### src/kfc_pkg.sv
package kfc_pkg;

	localparam int KEYWORD_SLOTS  = 4;
	localparam int MAX_WORD_BYTES = 8;

	localparam int BYTE_W     = 8;
	localparam int LEN_W      = 4;
	localparam int SLOT_W     = 2;
	localparam int COUNT_W    = 24;
	localparam int KW_W       = 64;
	localparam int LENGTHS_W  = 16;
	localparam int CFG_INDEX_W = 3;
	localparam int BUF_IDX_W  = (MAX_WORD_BYTES > 1) ? $clog2(MAX_WORD_BYTES) : 1;

	localparam logic [BYTE_W-1:0]  SPACE_CHAR   = 8'd32;
	localparam logic [BYTE_W-1:0]  NEWLINE_CHAR = 8'd10;
	localparam logic [COUNT_W-1:0] COUNT_MAX    = {COUNT_W{1'b1}};

	localparam logic [CFG_INDEX_W-1:0] REG_KW_A    = 3'd0;
	localparam logic [CFG_INDEX_W-1:0] REG_KW_B    = 3'd1;
	localparam logic [CFG_INDEX_W-1:0] REG_KW_C    = 3'd2;
	localparam logic [CFG_INDEX_W-1:0] REG_KW_D    = 3'd3;
	localparam logic [CFG_INDEX_W-1:0] REG_LENGTHS = 3'd4;

	localparam int QUEUE_DEPTH = 4;
	localparam int QPTR_W      = $clog2(QUEUE_DEPTH);

	// One closed word as it travels from the classifier to the counters.
	typedef struct packed {
		logic              hit;
		logic [SLOT_W-1:0] slot;
		logic              eot;
	} kfc_entry_t;

endpackage

### src/kfc_front.sv
module kfc_front
	import kfc_pkg::*;
(
	input  logic                   clk,
	input  logic                   arst_n,
	input  logic                   text_valid,
	output logic                   text_stall,
	input  logic [BYTE_W-1:0]      text_byte,
	input  logic                   end_of_text,
	input  logic                   cfg_valid,
	input  logic [CFG_INDEX_W-1:0] cfg_index,
	input  logic [KW_W-1:0]        cfg_data,
	input  logic                   queue_full,
	output logic                   push,
	output kfc_entry_t             push_entry
);

	logic [KW_W-1:0]      keyword_q [KEYWORD_SLOTS];
	logic [LENGTHS_W-1:0] lengths_q;
	logic [BYTE_W-1:0]    word_q [MAX_WORD_BYTES];
	logic [LEN_W-1:0]     word_len_q;
	logic                 too_long_q;

	logic                     accept;
	logic                     closing;
	logic [KEYWORD_SLOTS-1:0] slot_hit;
	logic                     any_hit;
	logic [SLOT_W-1:0]        hit_slot;

	assign text_stall = queue_full;
	assign accept     = text_valid && !text_stall;
	assign closing    = end_of_text || text_byte == SPACE_CHAR || text_byte == NEWLINE_CHAR;

	always_ff @(posedge clk or negedge arst_n) begin
		if (!arst_n) begin
			for (int s = 0; s < KEYWORD_SLOTS; s++) keyword_q[s] <= '0;
			lengths_q <= '0;
		end else if (cfg_valid) begin
			case (cfg_index)
				REG_KW_A:    if (KEYWORD_SLOTS > 0) keyword_q[0] <= cfg_data;
				REG_KW_B:    if (KEYWORD_SLOTS > 1) keyword_q[1 % KEYWORD_SLOTS] <= cfg_data;
				REG_KW_C:    if (KEYWORD_SLOTS > 2) keyword_q[2 % KEYWORD_SLOTS] <= cfg_data;
				REG_KW_D:    if (KEYWORD_SLOTS > 3) keyword_q[3 % KEYWORD_SLOTS] <= cfg_data;
				REG_LENGTHS: lengths_q <= cfg_data[LENGTHS_W-1:0];
				default:     ;
			endcase
		end
	end

	// Each slot compares the finished word byte for byte; only bytes below the
	// keyword length count, and those have all been written.
	always_comb begin
		logic [LEN_W-1:0] klen;
		logic             ok;
		for (int s = 0; s < KEYWORD_SLOTS; s++) begin
			klen = lengths_q[LEN_W*s +: LEN_W];
			ok = klen != '0 && klen <= LEN_W'(MAX_WORD_BYTES) && klen == word_len_q
				&& !too_long_q;
			for (int i = 0; i < MAX_WORD_BYTES; i++) begin
				if (LEN_W'(i) < klen && keyword_q[s][BYTE_W*i +: BYTE_W] != word_q[i])
					ok = 1'b0;
			end
			slot_hit[s] = ok;
		end
	end

	always_comb begin
		any_hit  = 1'b0;
		hit_slot = '0;
		for (int s = KEYWORD_SLOTS - 1; s >= 0; s--) begin
			if (slot_hit[s]) begin
				any_hit  = 1'b1;
				hit_slot = SLOT_W'(s);
			end
		end
	end

	assign push            = accept && closing && (any_hit || end_of_text);
	assign push_entry.hit  = any_hit;
	assign push_entry.slot = hit_slot;
	assign push_entry.eot  = end_of_text;

	always_ff @(posedge clk or negedge arst_n) begin
		if (!arst_n) begin
			word_len_q <= '0;
			too_long_q <= 1'b0;
		end else if (accept) begin
			if (closing) begin
				word_len_q <= '0;
				too_long_q <= 1'b0;
			end else if (word_len_q < LEN_W'(MAX_WORD_BYTES)) begin
				word_len_q <= word_len_q + 1'b1;
			end else begin
				too_long_q <= 1'b1;
			end
		end
	end

	always_ff @(posedge clk) begin
		if (accept && !closing && word_len_q < LEN_W'(MAX_WORD_BYTES))
			word_q[word_len_q[BUF_IDX_W-1:0]] <= text_byte;
	end

endmodule

### src/kfc_queue.sv
module kfc_queue
	import kfc_pkg::*;
(
	input  logic       clk,
	input  logic       arst_n,
	input  logic       push,
	input  kfc_entry_t push_entry,
	output logic       full,
	input  logic       pop,
	output logic       not_empty,
	output kfc_entry_t pop_entry
);

	kfc_entry_t        slots_q [QUEUE_DEPTH];
	logic [QPTR_W-1:0] wr_ptr_q;
	logic [QPTR_W-1:0] rd_ptr_q;
	logic [QPTR_W:0]   count_q;

	assign full      = count_q == (QPTR_W+1)'(QUEUE_DEPTH);
	assign not_empty = count_q != '0;
	assign pop_entry = slots_q[rd_ptr_q];

	always_ff @(posedge clk or negedge arst_n) begin
		if (!arst_n) begin
			wr_ptr_q <= '0;
			rd_ptr_q <= '0;
			count_q  <= '0;
		end else begin
			if (push) wr_ptr_q <= wr_ptr_q + 1'b1;
			if (pop)  rd_ptr_q <= rd_ptr_q + 1'b1;
			if (push && !pop)      count_q <= count_q + 1'b1;
			else if (pop && !push) count_q <= count_q - 1'b1;
		end
	end

	always_ff @(posedge clk) begin
		if (push) slots_q[wr_ptr_q] <= push_entry;
	end

endmodule

### src/kfc_back.sv
module kfc_back
	import kfc_pkg::*;
(
	input  logic               clk,
	input  logic               arst_n,
	input  logic               not_empty,
	input  kfc_entry_t         pop_entry,
	output logic               pop,
	output logic               match_valid,
	input  logic               match_stall,
	output logic [SLOT_W-1:0]  keyword_index,
	output logic [COUNT_W-1:0] keyword_count
);

	logic [COUNT_W-1:0] counter_q [KEYWORD_SLOTS];
	logic               out_valid_q;
	logic [SLOT_W-1:0]  index_q;
	logic [COUNT_W-1:0] count_q;
	logic [COUNT_W-1:0] cur;
	logic [COUNT_W-1:0] next_count;

	// The output register is free when empty or when its result transfers now.
	assign pop = not_empty && (!out_valid_q || !match_stall);

	always_comb begin
		cur = '0;
		for (int s = 0; s < KEYWORD_SLOTS; s++) begin
			if (pop_entry.slot == SLOT_W'(s)) cur = counter_q[s];
		end
		next_count = (cur == COUNT_MAX) ? cur : cur + 1'b1;
	end

	always_ff @(posedge clk or negedge arst_n) begin
		if (!arst_n) begin
			for (int s = 0; s < KEYWORD_SLOTS; s++) counter_q[s] <= '0;
			out_valid_q <= 1'b0;
		end else begin
			if (pop && pop_entry.eot) begin
				for (int s = 0; s < KEYWORD_SLOTS; s++) counter_q[s] <= '0;
			end else if (pop && pop_entry.hit) begin
				for (int s = 0; s < KEYWORD_SLOTS; s++) begin
					if (pop_entry.slot == SLOT_W'(s)) counter_q[s] <= next_count;
				end
			end
			if (pop && pop_entry.hit) out_valid_q <= 1'b1;
			else if (!match_stall)    out_valid_q <= 1'b0;
		end
	end

	always_ff @(posedge clk) begin
		if (pop && pop_entry.hit) begin
			index_q <= pop_entry.slot;
			count_q <= next_count;
		end
	end

	assign match_valid   = out_valid_q;
	assign keyword_index = index_q;
	assign keyword_count = count_q;

endmodule

### src/keyword_frequency_counter.sv
// Whole-word keyword counter for a byte stream.
// Text channel: text_byte with end_of_text, transferred when text_valid is high
// and text_stall is low. Space and newline close a word; end_of_text closes the
// pending word and then clears every counter, whatever text_byte holds.
// Match channel: keyword_index and keyword_count, one result for each closed
// word that equals an enabled keyword (lowest slot wins). Counters saturate.
// Configuration: cfg_index selects keyword text a to d (0 to 3) or the packed
// lengths (4); cfg_ready is always high, and other indexes are ignored.
// Throughput is one byte per cycle while text_stall is low. A result for the
// word closed by a transferred byte passes through the queue to the output
// register. The classifier compares the word against all keywords at once in
// the cycle of that transfer and writes the four-entry queue; the counter stage
// takes the entry once the output register is free and loads that register.
// When the receiver stalls, the result holds, the queue fills with matching
// words and end-of-text markers, and text_stall rises only once it is full.
// Reset clears the word state, all counters, the keyword settings, the output flag and the queue.
module keyword_frequency_counter
	import kfc_pkg::*;
(
	input  logic                   clk,
	input  logic                   arst_n,
	input  logic                   text_valid,
	output logic                   text_stall,
	input  logic [BYTE_W-1:0]      text_byte,
	input  logic                   end_of_text,
	output logic                   match_valid,
	input  logic                   match_stall,
	output logic [SLOT_W-1:0]      keyword_index,
	output logic [COUNT_W-1:0]     keyword_count,
	input  logic                   cfg_valid,
	output logic                   cfg_ready,
	input  logic [CFG_INDEX_W-1:0] cfg_index,
	input  logic [KW_W-1:0]        cfg_data
);

	logic       queue_full;
	logic       push;
	kfc_entry_t push_entry;
	logic       pop;
	logic       not_empty;
	kfc_entry_t pop_entry;

	assign cfg_ready = 1'b1;

	kfc_front u_front (
		.clk        (clk),
		.arst_n     (arst_n),
		.text_valid (text_valid),
		.text_stall (text_stall),
		.text_byte  (text_byte),
		.end_of_text(end_of_text),
		.cfg_valid  (cfg_valid),
		.cfg_index  (cfg_index),
		.cfg_data   (cfg_data),
		.queue_full (queue_full),
		.push       (push),
		.push_entry (push_entry)
	);

	kfc_queue u_queue (
		.clk       (clk),
		.arst_n    (arst_n),
		.push      (push),
		.push_entry(push_entry),
		.full      (queue_full),
		.pop       (pop),
		.not_empty (not_empty),
		.pop_entry (pop_entry)
	);

	kfc_back u_back (
		.clk          (clk),
		.arst_n       (arst_n),
		.not_empty    (not_empty),
		.pop_entry    (pop_entry),
		.pop          (pop),
		.match_valid  (match_valid),
		.match_stall  (match_stall),
		.keyword_index(keyword_index),
		.keyword_count(keyword_count)
	);

endmodule

### config.mk
export PLATFORM = sky130hd
export DESIGN_NAME = keyword_frequency_counter
export DESIGN_NICKNAME = d
export VERILOG_FILES = /design/src/kfc_pkg.sv /design/src/kfc_front.sv /design/src/kfc_queue.sv /design/src/kfc_back.sv /design/src/keyword_frequency_counter.sv
export SDC_FILE = /design/constraint.sdc
export NUM_CORES = 1
export LEC_CHECK = 0
export ABC_AREA = 1
export ABC_CLOCK_PERIOD_IN_PS = 4200
export CAP_MARGIN = 40
export CORE_MARGIN = 5
export CORE_UTILIZATION = 54
export DETAILED_ROUTE_END_ITERATION = 7
export DONT_BUFFER_PORTS = 1
export PLACE_DENSITY = 0.77
export SETUP_SLACK_MARGIN = 0.1
export SLEW_MARGIN = 20
export SYNTH_ARGS = -nofsm -noshare
export SYNTH_HDL_FRONTEND = slang
export SYNTH_SLANG_ARGS = --single-unit
### constraint.sdc
create_clock -name clk -period 4.2 [get_ports clk]
set_input_delay 0.84 -clock clk [delete_from_list [all_inputs] [get_ports clk]]
set_output_delay 0.84 -clock clk [all_outputs]
set_load 0.1 [all_outputs]
# ---- Yosys cells after proc, flatten, opt, wreduce, memory -nomap -nowiden
# Memory sizes are Yosys's and may differ from the RTL's.
# Cells that the tools add are included.
dict set report classes {
  multipliers 0
  reduce_logical 90
  n_shift 0
  order_cmp 37
  n_mux 63
  div_mod_pow 0
  eq_ne 49
  n_addsub 6
  n_bitwise 0
}
# operator count
set ops {}
lappend ops {{inequality test 8 bit} 32}
lappend ops {{two-way mux 24 bit} 9}
lappend ops {{two-way mux 96 bit} 2}
lappend ops {{less-than comparator 3 x 4 -> 1 bit, first input constant} 16}
lappend ops {{logical AND 1 bit} 54}
lappend ops {{two-way mux 1 bit} 44}
lappend ops {{less-than comparator 1 x 4 -> 1 bit, first input constant} 8}
lappend ops {{less-than comparator 2 x 4 -> 1 bit, first input constant} 8}
lappend ops {{adder 24 x 1 -> 24 bit, second input constant} 1}
lappend ops {{== test 24 bit, second input constant} 1}
lappend ops {{AND reduction 2 bit} 11}
lappend ops {{== test 4 bit} 4}
lappend ops {{less-or-equal comparator 4 bit, second input constant} 4}
lappend ops {{nonzero test 4 bit} 4}
lappend ops {{nonzero test 2 bit} 7}
lappend ops {{== test 8 x 4 -> 1 bit, second input constant} 1}
lappend ops {{== test 8 x 6 -> 1 bit, second input constant} 1}
lappend ops {{two-way mux 2 bit} 4}
lappend ops {{two-way mux 4 bit} 2}
lappend ops {{logical NOT 1 bit} 7}
lappend ops {{== test 3 x 2 -> 1 bit, second input constant} 2}
lappend ops {{== test 3 bit, second input constant} 2}
lappend ops {{two-way mux 3 bit} 2}
lappend ops {{adder 2 x 1 -> 2 bit, second input constant} 2}
lappend ops {{12 further kinds} 17}
dict set report word_totals {
  input_bits 81
  latch_bits 0
  ram_bits 80
  mem_bits_ro 0
  mem_count 2
  ff_bits 407
}
# memory words word_bits rd rd_clocked_by_memory_dff wr line
set mem_list {}
lappend mem_list {u_front.word_q 8 8 8 0 1 kfc_front.sv:20} ;# logic [BYTE_W-1:0] word_q [MAX_WORD_BYTES];
lappend mem_list {u_queue.slots_q 4 4 1 0 1 kfc_queue.sv:14} ;# kfc_entry_t slots_q [QUEUE_DEPTH];

# ---- Logic depth before layout (Yosys ltp)
# Gate-level depths: netlist (run 1).
dict set report logic_depth {
  word_depth 22
  depth_mapped 24
  mapped_depth_nobuf 21
}

# ---- Hierarchy
# From an unflattened synthesis (run 1), not the netlist that was laid out.
dict set report unflattened {
  hier_cells 3069
  area_unflattened_um2 24428.4
}
# mod seq_area_each_um2 n_inst cells_per_inst area_per_inst_um2
set modules_own_cells {}
lappend modules_own_cells {kfc_front 8853.5 1 2123 16862.4}
lappend modules_own_cells {kfc_back 3208.1 1 850 6497.5}
lappend modules_own_cells {kfc_queue 655.6 1 94 1057.3}
lappend modules_own_cells {keyword_frequency_counter 0.0 1 2 11.3}

# ---- Worst setup path before layout (run 1)
# OpenSTA, ideal clock, no wires.
dict set report synth_path {
  path_type {reg-to-reg}
  start {reg u_back.out_valid_q (netlist: u_back.match_valid)}
  end {reg u_back.counter_q[11] (netlist name)}
  t_required_ps 4134
  path_stages_with_launch 9
  setup_ps 66
  arrival_time_ps 3678
  synth_period_minus_slack_ps 3743
  path_slack_ps 457
  cell_sequence {dfrtp_1 -> nand2_1 -> o21ai_1 -> a21oi_1 -> a21oi_1 -> inv_1 -> clkbuf_1 -> nand3_1 -> nand2_1}
}
dict set report synth_via {
  elab_chain_cells 6
  elab_cells_between_ends 9
}
# item line
set synth_lines {}
lappend synth_lines {{from (decl)} kfc_back.sv:16} ;# logic out_valid_q;
lappend synth_lines {{from (signal assigned)} kfc_back.sv:36} ;# out_valid_q <= 1'b0;
lappend synth_lines {{from (signal assigned)} kfc_back.sv:45} ;# if (pop && pop_entry.hit) out_valid_q <= 1'b1;
lappend synth_lines {{from (signal assigned)} kfc_back.sv:46} ;# else if (!match_stall) out_valid_q <= 1'b0;
lappend synth_lines {{logical NOT 1 bit *} kfc_back.sv:23} ;# assign pop = not_empty && (!out_valid_q || !match_stall);
lappend synth_lines {{logical OR 1 bit *} kfc_back.sv:23}
lappend synth_lines {{logical AND 1 bit *} kfc_back.sv:23}
lappend synth_lines {{logical AND 1 bit (on tied branches)} {kfc_back.sv:38, kfc_back.sv:40}}
lappend synth_lines {{nonzero test 2 bit (no source line)} n/a}
lappend synth_lines {{AND reduction 2 bit (no source line)} n/a}
lappend synth_lines {{to (signal, indexed assignment)} kfc_back.sv:42} ;# if (pop_entry.slot == SLOT_W'(s)) counter_q[s] <= next_count;
lappend synth_lines {{to (decl)} kfc_back.sv:15} ;# logic [COUNT_W-1:0] counter_q [KEYWORD_SLOTS];
# Mark *: on every way between the ends. The rest lies on a longest branch, timed or not.
# A chain may end at the register's enable or synchronous reset.

# ---- Worst setup path after layout (run 1)
dict set report layout_path {
  start {reg u_queue.rd_ptr_q[0]}
  end {reg u_back.count_q[0] (netlist: u_back.keyword_count[0]) (data pin)}
}
dict set report layout_via {
  elab_chain_cells 8
  elab_cells_between_ends 12
}
# item line
set layout_lines {}
lappend layout_lines {{from (decl)} kfc_queue.sv:16} ;# logic [QPTR_W-1:0] rd_ptr_q;
lappend layout_lines {{from (signal assigned)} kfc_queue.sv:30} ;# if (pop) rd_ptr_q <= rd_ptr_q + 1'b1;
lappend layout_lines {{memory read (4 x 4 bit) *} n/a}
lappend layout_lines {{logical NOT 2 bit} kfc_back.sv:28} ;# if (pop_entry.slot == SLOT_W'(s)) cur = counter_q[s];
lappend layout_lines {{two-way mux 24 bit (3 in a row)} kfc_back.sv:28}
lappend layout_lines {{two-way mux 24 bit *} kfc_back.sv:28}
lappend layout_lines {{adder 24 x 1 -> 24 bit or == test 24 bit (tied branches)} kfc_back.sv:30} ;# next_count = (cur == COUNT_MAX) ? cur : cur + 1'b1;
lappend layout_lines {{two-way mux 24 bit *} kfc_back.sv:30}
lappend layout_lines {{net u_back.next_count[0]} kfc_back.sv:20} ;# logic [COUNT_W-1:0] next_count;
lappend layout_lines {{to (signal assigned)} kfc_back.sv:53} ;# count_q <= next_count;
lappend layout_lines {{to (decl)} kfc_back.sv:18} ;# logic [COUNT_W-1:0] count_q;
# The timed path passes the listed nets; every way through them passes the cells marked *.

==> impl_summary.txt, run 1 <==
----------------------------------------------------
[Status]
  Result of the run ... finished with violations
  Failing checks ... negative hold slack

[STA]
  Unrepaired setup endpoints after global routing ... no
  Accumulated negative setup slack ... 0 ns
  Worst slack on hold paths ... -0.0442 ns
  Max-slew headroom at the worst pin ... 40.0%
  Slew @ Worst Pin ... 0.902 ns
  Fin. Hold Viols ... 17
  Period Utilization, post-route ... 87.1%
  Post-Route Skew ... 0.0277 ns
  Maximum achievable frequency ... around 270 MHz
  Time the worst path needs with I/O delays and setup ... roughly 3.7 ns
  Number of slew-limit violations in the final report ... 0
  Final setup violation count ... 0

[Setup path]
  Largest stage delay on the critical path ... 0.50 ns
  Crit path kind ... flip-flop to flip-flop
  Critical Path RT ... 4.56 ns
  Slowest cell on the critical path ... dfrtp_1
  Crit path cell chain ... inv_2 -> nand2_2 -> nand2_1 -> nand2_1 -> nand2_2 -> nand2_1 -> or2_2 -> nand2_1 -> inv_1 -> ha_1 -> nand2_1 -> nor2_2 -> nand2_1 -> inv_2 -> nand2_4 -> nand2_2 -> and2_1
  Worst setup SP type ... flip-flop
  Critical-path maximum fanout ... 22
  Data arrival time of the critical path ... between 4 and 5 ns
  Cell mode on critical path ... nand2_1
  Type of element capturing the critical path ... flip-flop
  Setup slack of the worst register-to-register path ... between 0.5 and 0.6 ns

[Global routing]
  Total global routing overflow ... 0
  Pin count of the biggest net entering global routing ... 382
  Antenna violations before repair ... 4
  Tot GR Track Use ... 26.2%
  First-pass GRT wire length ... 100,000 um
  Number of global-route vias before repair ... 18,451

[Cells and area]
  Final nets ... 2,752
  Fill count ... 3,592
  Share of cells above drive strength 1 ... 9.99%
  Core utilization of the finished layout ... 61.0%
  P&R area growth vs syn ... 11.5%

[Clock network]
  CTS H-tree depth ... 2
  TritonCTS buffer count ... 50
  TritonCTS clock tree ... built
  Clock-pin slew of the registers on the worst-case setup and hold paths ... approximately 0.060 ns
  Setup Buffers After CTS ... 0
  Number of gates resized after CTS ... 0
  Skew-Pair Late Insertion Delay ... about 0.60 ns
  TritonCTS sink count ... 487
  CTS Root Buffer Type ... clkbuf_16
  Buffers from clock root to sink, at most ... 3

[Route]
  Ratio of routed vias to standard cells ... 5.69
  Number of nets with antenna violations after routing ... 0
  Average wire per cell in the routed design ... ~19 um
  Total routed wirelength ... just over 60,000 um
  DRC ... 0
  Number of iterations in the first detailed-routing pass ... 6
  Via total after detailed routing ... 18,732
  DRT iter0 DRCs ... between 2,000 and 2,500

[Floorplan]
  Starting density of the core ... 54.7%
  Area of the die ... 48,000 um2
  Number of placement rows ... 76
  Number of top-level pins ... 110
  Floorplan core area ... 43,200 um2
  Width of the chip ... 219 um
  Y dimension of the die ... 219 um

[Yosys]
  Leading area contributor after synthesis ... dfrtp_1
  Synthesis warning total ... 0
  Synth Instances ... 2,688
  Synthesized area per cell ... ~9 um2
  Proportion of netlist area held by the largest area contributor ... 40.4%
  Post-synthesis cell area ... ~24,000 um2
  Distinct cell type count after synthesis ... between 40 and 50
  Number of synthesized flops with an enable pin ... between 100 and 150
  Area contributors post-synth ... dfrtp_1, edfxtp_1, nand2_1
  Sequential element share of the synthesized area ... 53.8%
  Share of synthesized flip-flops with an asynchronous set or reset ... 78.2%
  Flip-flop cell with the highest count after synthesis ... dfrtp_1
  Synthesized flop and latch total ... 487
  Post-Synthesis Net Count ... ~2,800

[Placed design]
  Quantity of I/O buffers inserted on ports ... 0
  Post-detail-place hpwl ... roughly 42,000 um
  Final Wtd Congestion ... approximately 1.0

[Worst hold path]
  Class of the most critical hold timing path ... input port to asynchronous set/reset pin

[Power and ir drop]
  Pwr per Cell Area ... 648 nW/um2
  Peak VDD IR ... 0.486 mV
  Leak Pwr ... 0.0121 uW

[Run]
  Max-cap viol count ... 0

----------------------------------------------------
Yosys cell counts (2+ instances only):
| master | n |
|---|---|
| buf_1 | 6 |
| nand2_4 | 5 |
| nor2_4 | 3 |
| dfrtp_1 | 381 |
| o21ai_2 | 12 |
| o21ai_0 | 320 |
| a211oi_1 | 2 |
| nor3_1 | 20 |
| clkbuf_1 | 93 |
| nand4_1 | 73 |
| o21bai_1 | 3 |
| nand2_2 | 33 |
| inv_2 | 7 |
| clkinv_1 | 2 |
| nand3_1 | 195 |
| a21oi_1 | 21 |
| nand4_2 | 3 |
| edfxtp_1 | 106 |
| or2_2 | 53 |
| and2_1 | 3 |
| buf_6 | 11 |
| ha_1 | 7 |
| buf_4 | 10 |
| nor2_2 | 5 |
| inv_1 | 182 |
| xor2_1 | 73 |
| nand2_1 | 725 |
| o21ai_1 | 18 |
| o2111ai_1 | 2 |
| xnor2_1 | 132 |
| o22ai_1 | 14 |
| nand3_2 | 5 |
| nor2_1 | 150 |
| buf_2 | 3 |
path summary, 6_finish.rpt:
kind / startpoint / endpoint / cells past startpoint
worst max-delay path: u_queue.rd_ptr_q[0] / u_back.keyword_count[0] / 17
worst min-delay path: arst_n / u_front.keyword_q[230] / 0
worst max register to register: u_queue.rd_ptr_q[0] / u_back.keyword_count[0] / 17
worst min register to register: u_back.counter_q[66] / u_back.counter_q[66] / 2
max in group asynchronous: arst_n / u_back.match_valid / 0
min in group clk: text_byte[1] / u_front.word_q[6][1] / 0
cells by family after synthesis:
family / Yosys count / share of synthesized area (%)
AOI/OAI and AO/OA: 397 / 8.83
xor gates and xnor gates: 205 / 7.60
adders and majority gates: 8 / 0.456
buffers and inverters: 314 / 5.51
DFF: 487 / 53.8
muxes: 1 / 0.0477
other: 1 / 0.0159
and+or+nand+nor: 1275 / 23.7
through the flow:
step           power (uW)  hold WS (ns)  setup slack, ns  instances  area, um2
2_1_floorplan       10500         0.442            0.457       2688      23600
3_3_place_gp        11600         0.459            0.707       3175      24000
3_5_place_dp        12100         0.461            0.587       3190      24400
4_1_cts             17000       -0.0764            0.559       3283      26200
5_1_grt             17900       -0.0661            0.343       3291      26300
6_report            17100       -0.0442            0.543       3293      26300
flip-flops by register name, summed over array words and instances, names as in the netlist:
register,flops
u_front.keyword_q,256
u_back.keyword_count,24
u_queue.wr_ptr_q,2
u_front.too_long_q,1
u_queue.rd_ptr_q,2
u_back.match_valid,1
u_queue.count_q,3
u_back.keyword_index,2
u_queue.slots_q,16
u_front.word_q,64
u_front.lengths_q,16
u_front.word_len_q,4
u_back.counter_q,96
layout make-up:
cell class                      count  area, um2  share of cell area, %
Antenna cell                        4       10.0                 0.0380
Inverter                          191        717                   2.72
Tap cell                          585        732                   2.78
Sequential cell                   487      12700                   48.3
Multi-Input combinational cell   1887       9660                   36.7
Timing Repair Buffer               46        668                   2.54
Clock buffer                       64       1420                   5.37
Clock inverter                     29        420                   1.60
worst max-delay path, delay by kind of cell (launching register included):
kind / cells / cell delay (ns)
simple gates: 13 / 2.28
flops: 1 / 0.50
buf+inv: 3 / 0.34
fa+ha+maj: 1 / 0.28
power by group:
| part | switching (uW) | internal, uW |
|---|---|---|
| clock | 1930 | 2950 |
| combinational | 3690 | 1650 |
| sequential | 1100 | 5750 |
metal layers:
layer  share of wire [%]  track usage [%]  vias up
met1                  42             36.3     9035
met4                 3.2             9.04        2
met3                 7.9             4.25      140
met5               0.013                0        -
li1                    -                -     8729
met2                  47             42.5      826
cells in the final DEF (no fill, tap or decap), types with 5 or more instances in the layout:
cell,n
a21oi_1,18
buf_16,13
buf_4,28
bufinv_16,9
clkbuf_16,53
clkbuf_8,9
clkinv_2,8
dfrtp_1,381
edfxtp_1,106
ha_1,7
inv_1,181
inv_2,8
nand2_1,723
nand2_2,33
nand2_4,7
nand3_1,193
nand3_2,5
nand4_1,73
nor2_1,149
nor2_2,6
nor3_1,20
o21ai_0,320
o21ai_1,18
o21ai_2,12
o22ai_1,14
or2_2,53
xnor2_1,132
xor2_1,73
Power figures use the tool's default switching activity.
==> run 2, diff against run 1 <==
--- a/config.mk
+++ b/config.mk
@@ -15,2 +15,3 @@
 export PLACE_DENSITY = 0.77
+export REMOVE_ABC_BUFFERS = 1
 export SETUP_SLACK_MARGIN = 0.1
--- a/constraint.sdc
+++ b/constraint.sdc
@@ -3,2 +3,2 @@
 set_output_delay 0.84 -clock clk [all_outputs]
-set_load 0.1 [all_outputs]
+set_load 0.02 [all_outputs]
==> run 2 against run 1 <==
The run still ends with negative hold slack left. Largest cell class unchanged. Hold slack worse by 0.011 ns. Clock-buffer cell count up 9. Clock power down 8.0%.
==> impl_summary.txt, run 2 (synthesis results as in run 1) <==
----------------------------------------------------
[Floorplan]
  Y dimension of the die ... 219 um (unchanged)
  Width of the chip ... 219 um (unchanged)
  Area of the die ... 48,000 um2 (unchanged)
  Floorplan core area ... 43,200 um2 (unchanged)
  Starting density of the core ... 54.7% (unchanged)
  Number of placement rows ... 76 (unchanged)
  Number of top-level pins ... 110 (unchanged)

[STA]
  Post-Route Skew ... 0.0247 ns (-0.00303 ns)
  Setup slack after layout ... 0.532 ns (-0.0111 ns)
  Final setup violation count ... 0 (unchanged)
  Accumulated negative setup slack ... 0 ns (unchanged)
  Period Utilization, post-route ... 87.3% (+0.26 points)
  Unrepaired setup endpoints after global routing ... no
  Maximum achievable frequency ... 273 MHz (-0.30%)
  Max-slew headroom at the worst pin ... 16.9% (-23 points)
  Number of slew-limit violations in the final report ... 0 (unchanged)
  Worst slack on hold paths ... -0.0552 ns (-0.0110 ns)
  Time the worst path needs with I/O delays and setup ... 3.67 ns (+0.0111 ns)
  Fin. Hold Viols ... 43 (+26)
  Slew @ Worst Pin ... 1.25 ns (+0.345 ns)

[Cells and area]
  Final nets ... 2,731 (-0.76%)
  Fill count ... 3,683 (+2.5%)
  Most common library cell in the layout ignoring fill and taps ... nand2_1
  Sequential Area ... 12,700 um2 (unchanged)
  Top library cells by usage in the layout, fill and taps aside ... nand2_1, dfrtp_1, o21ai_0
  Area used by multi-input combinational logic ... 9660 um2 (about the same)
  Flip-flop count of the largest register after layout ... 256 (unchanged)
  Share of cells above drive strength 1 ... 8.95% (-1.0 points)
  P&R area growth vs syn ... 8.87%
  Register with the highest flop count ... u_front.keyword_q

[Global routing]
  First-pass GRT wire length ... 99,100 um (-1.4%)
  Number of global-route vias before repair ... 18,310 (-0.76%)
  Antenna violations before repair ... 2 (-2)
  Tot GR Track Use ... 25.8% (-0.43 points)
  Pin count of the biggest net entering global routing ... 382 (unchanged)
  Total global routing overflow ... 0 (unchanged)

[Placed design]
  Post-detail-place hpwl ... 40,600 um (-2.9%)
  Final Wtd Congestion ... 0.935 (-7.5%)
  Quantity of I/O buffers inserted on ports ... 0 (unchanged)
  Pre-CTS setup slack ... 0.570 ns (-0.0172 ns)

[Status]
  Result of the run ... finished with violations
  Failing checks ... negative hold slack

[Clock network]
  Buffers from clock root to sink, at most ... 3 (unchanged)
  TritonCTS buffer count ... 49 (-2.0%)
  Clock-pin slew of the registers on the worst-case setup and hold paths ... 0.06 ns (about the same)
  Skew-Pair Late Insertion Delay ... 0.60 ns (about the same)
  Setup Buffers After CTS ... 0 (unchanged)
  TritonCTS sink count ... 487 (unchanged)
  Number of gates resized after CTS ... 0 (unchanged)
  TritonCTS clock tree ... built
  CTS Root Buffer Type ... clkbuf_16
  CTS H-tree depth ... 2 (unchanged)

[Setup path]
  Type of element capturing the critical path ... flip-flop
  Cell mode on critical path ... nand2_1
  Worst R2R End ... u_back.counter_q[86]
  Worst setup SP type ... flip-flop
  Largest stage delay on the critical path ... 0.49 ns (about the same)
  Crit path kind ... flip-flop to flip-flop
  Crit path cell chain ... inv_2 -> nand2_1 -> nand3_2 -> nand2_4 -> nor2_4 -> nand2_1 -> nand4_2 -> ha_1 -> nand2_1 -> nor2_2 -> nand2_1 -> inv_2 -> nand2_4 -> nand2_1 -> nand2_1 -> o21ai_0
  Number of cells traversed by the worst register-to-register path ... 16 (-1)
  Setup slack of the worst register-to-register path ... 0.53 ns (about the same)
  Critical Path RT ... 4.70 ns (+0.14 ns)
  Slowest cell on the critical path ... dfrtp_1
  Critical-path maximum fanout ... 33 (+50%)
  Data arrival time of the critical path ... 4.17 ns (+0.16 ns)
  Startpoint of the lowest-slack register-to-register path ... u_queue.rd_ptr_q[0]

[Power and ir drop]
  Leak Pwr ... 0.0118 uW (-2.4%)
  Peak VDD IR ... 0.422 mV (-13%)
  Pwr per Cell Area ... 593 nW/um2 (-8.5%)

[Worst hold path]
  Class of the most critical hold timing path ... input port to asynchronous set/reset pin

[Route]
  DRT iter0 DRCs ... 2,082 (-1.8%)
  Total routed wirelength ... 61,000 um (-2.2%)
  DRC ... 0 (unchanged)
  Ratio of routed vias to standard cells ... 5.65 (-0.64%)
  Average wire per cell in the routed design ... 18.7 um (-1.4%)
  Number of iterations in the first detailed-routing pass ... 8 (+2)
  Via total after detailed routing ... 18,471 (-1.4%)
  Number of nets with antenna violations after routing ... 0 (unchanged)

[Run]
  Max-cap viol count ... 0 (unchanged)

----------------------------------------------------
[run 2: area by class of cell]
cell class	instances	share of cell area, %
Inverter	191	2.79
Antenna cell	1	0.00973
Clock inverter	18	0.778
Tap cell	585	2.85
Multi-Input combinational cell	1887	37.6
Timing Repair Buffer	26	0.856
Clock buffer	73	5.71
Sequential cell	487	49.5
[run 2: layer usage]
metal  vias up  wire length, um  part of all wire [%]  global-route usage, %
met5         -                0                     0                      0
met4         0             1700                   2.8                   7.66
met3       130             4450                   7.3                   4.59
met2       728            29400                    48                   43.1
met1      8946            25400                    42                   34.8
li1       8667                -                     -                      -
[run 2: worst max-delay path by stage]
stage                              from                       to  slack (ns)  depth (start not counted)
finish              u_queue.rd_ptr_q[0]     u_back.counter_q[86]        0.53                         16
global route        u_queue.rd_ptr_q[0]     u_back.counter_q[14]        0.16                         16
CTS                 u_queue.rd_ptr_q[0]     u_back.counter_q[86]        0.57                         16
detailed placement  u_queue.rd_ptr_q[0]     u_back.counter_q[86]        0.57                         16
global placement    u_queue.rd_ptr_q[0]  u_back.keyword_count[0]        0.74                         17
floorplan                   match_stall     u_back.counter_q[72]       -0.30                          7
[run 2: metrics by stage]
stage                     instance area (um2)  power [uW]  util (%)  std cells  hold WS [ns]
after floorplan                         23000        9320         -       2565         0.442
after global routing                    25700       16100      59.6       3268       -0.0614
final                                   25700       15200      59.6       3268       -0.0552
after CTS                               25700       15300      59.5       3265       -0.0598
after detailed placement                24000       10700      55.7       3174         0.463
after global placement                  24000       10600      55.6       3171         0.462
[run 2: critical path: cells and delay by family, from the launching register on]
kind                       cells  cell delay, ns
and+or+nand+nor               12            2.16
adders and majority gates      1            0.40
buffers and inverters          2            0.32
DFF                            1            0.49
AOI/OAI and AO/OA              1            0.21
[run 2: report_power, final]
group / internal, uW / leakage, uW / total [uW] / switching [uW]
combinational: 1250 / 0.00515 / 4200 / 2950
sequential: 5750 / 0.00587 / 6560 / 807
clock: 2610 / 0.000821 / 4490 / 1880
total: 9610 / 0.0118 / 15200 / 5630
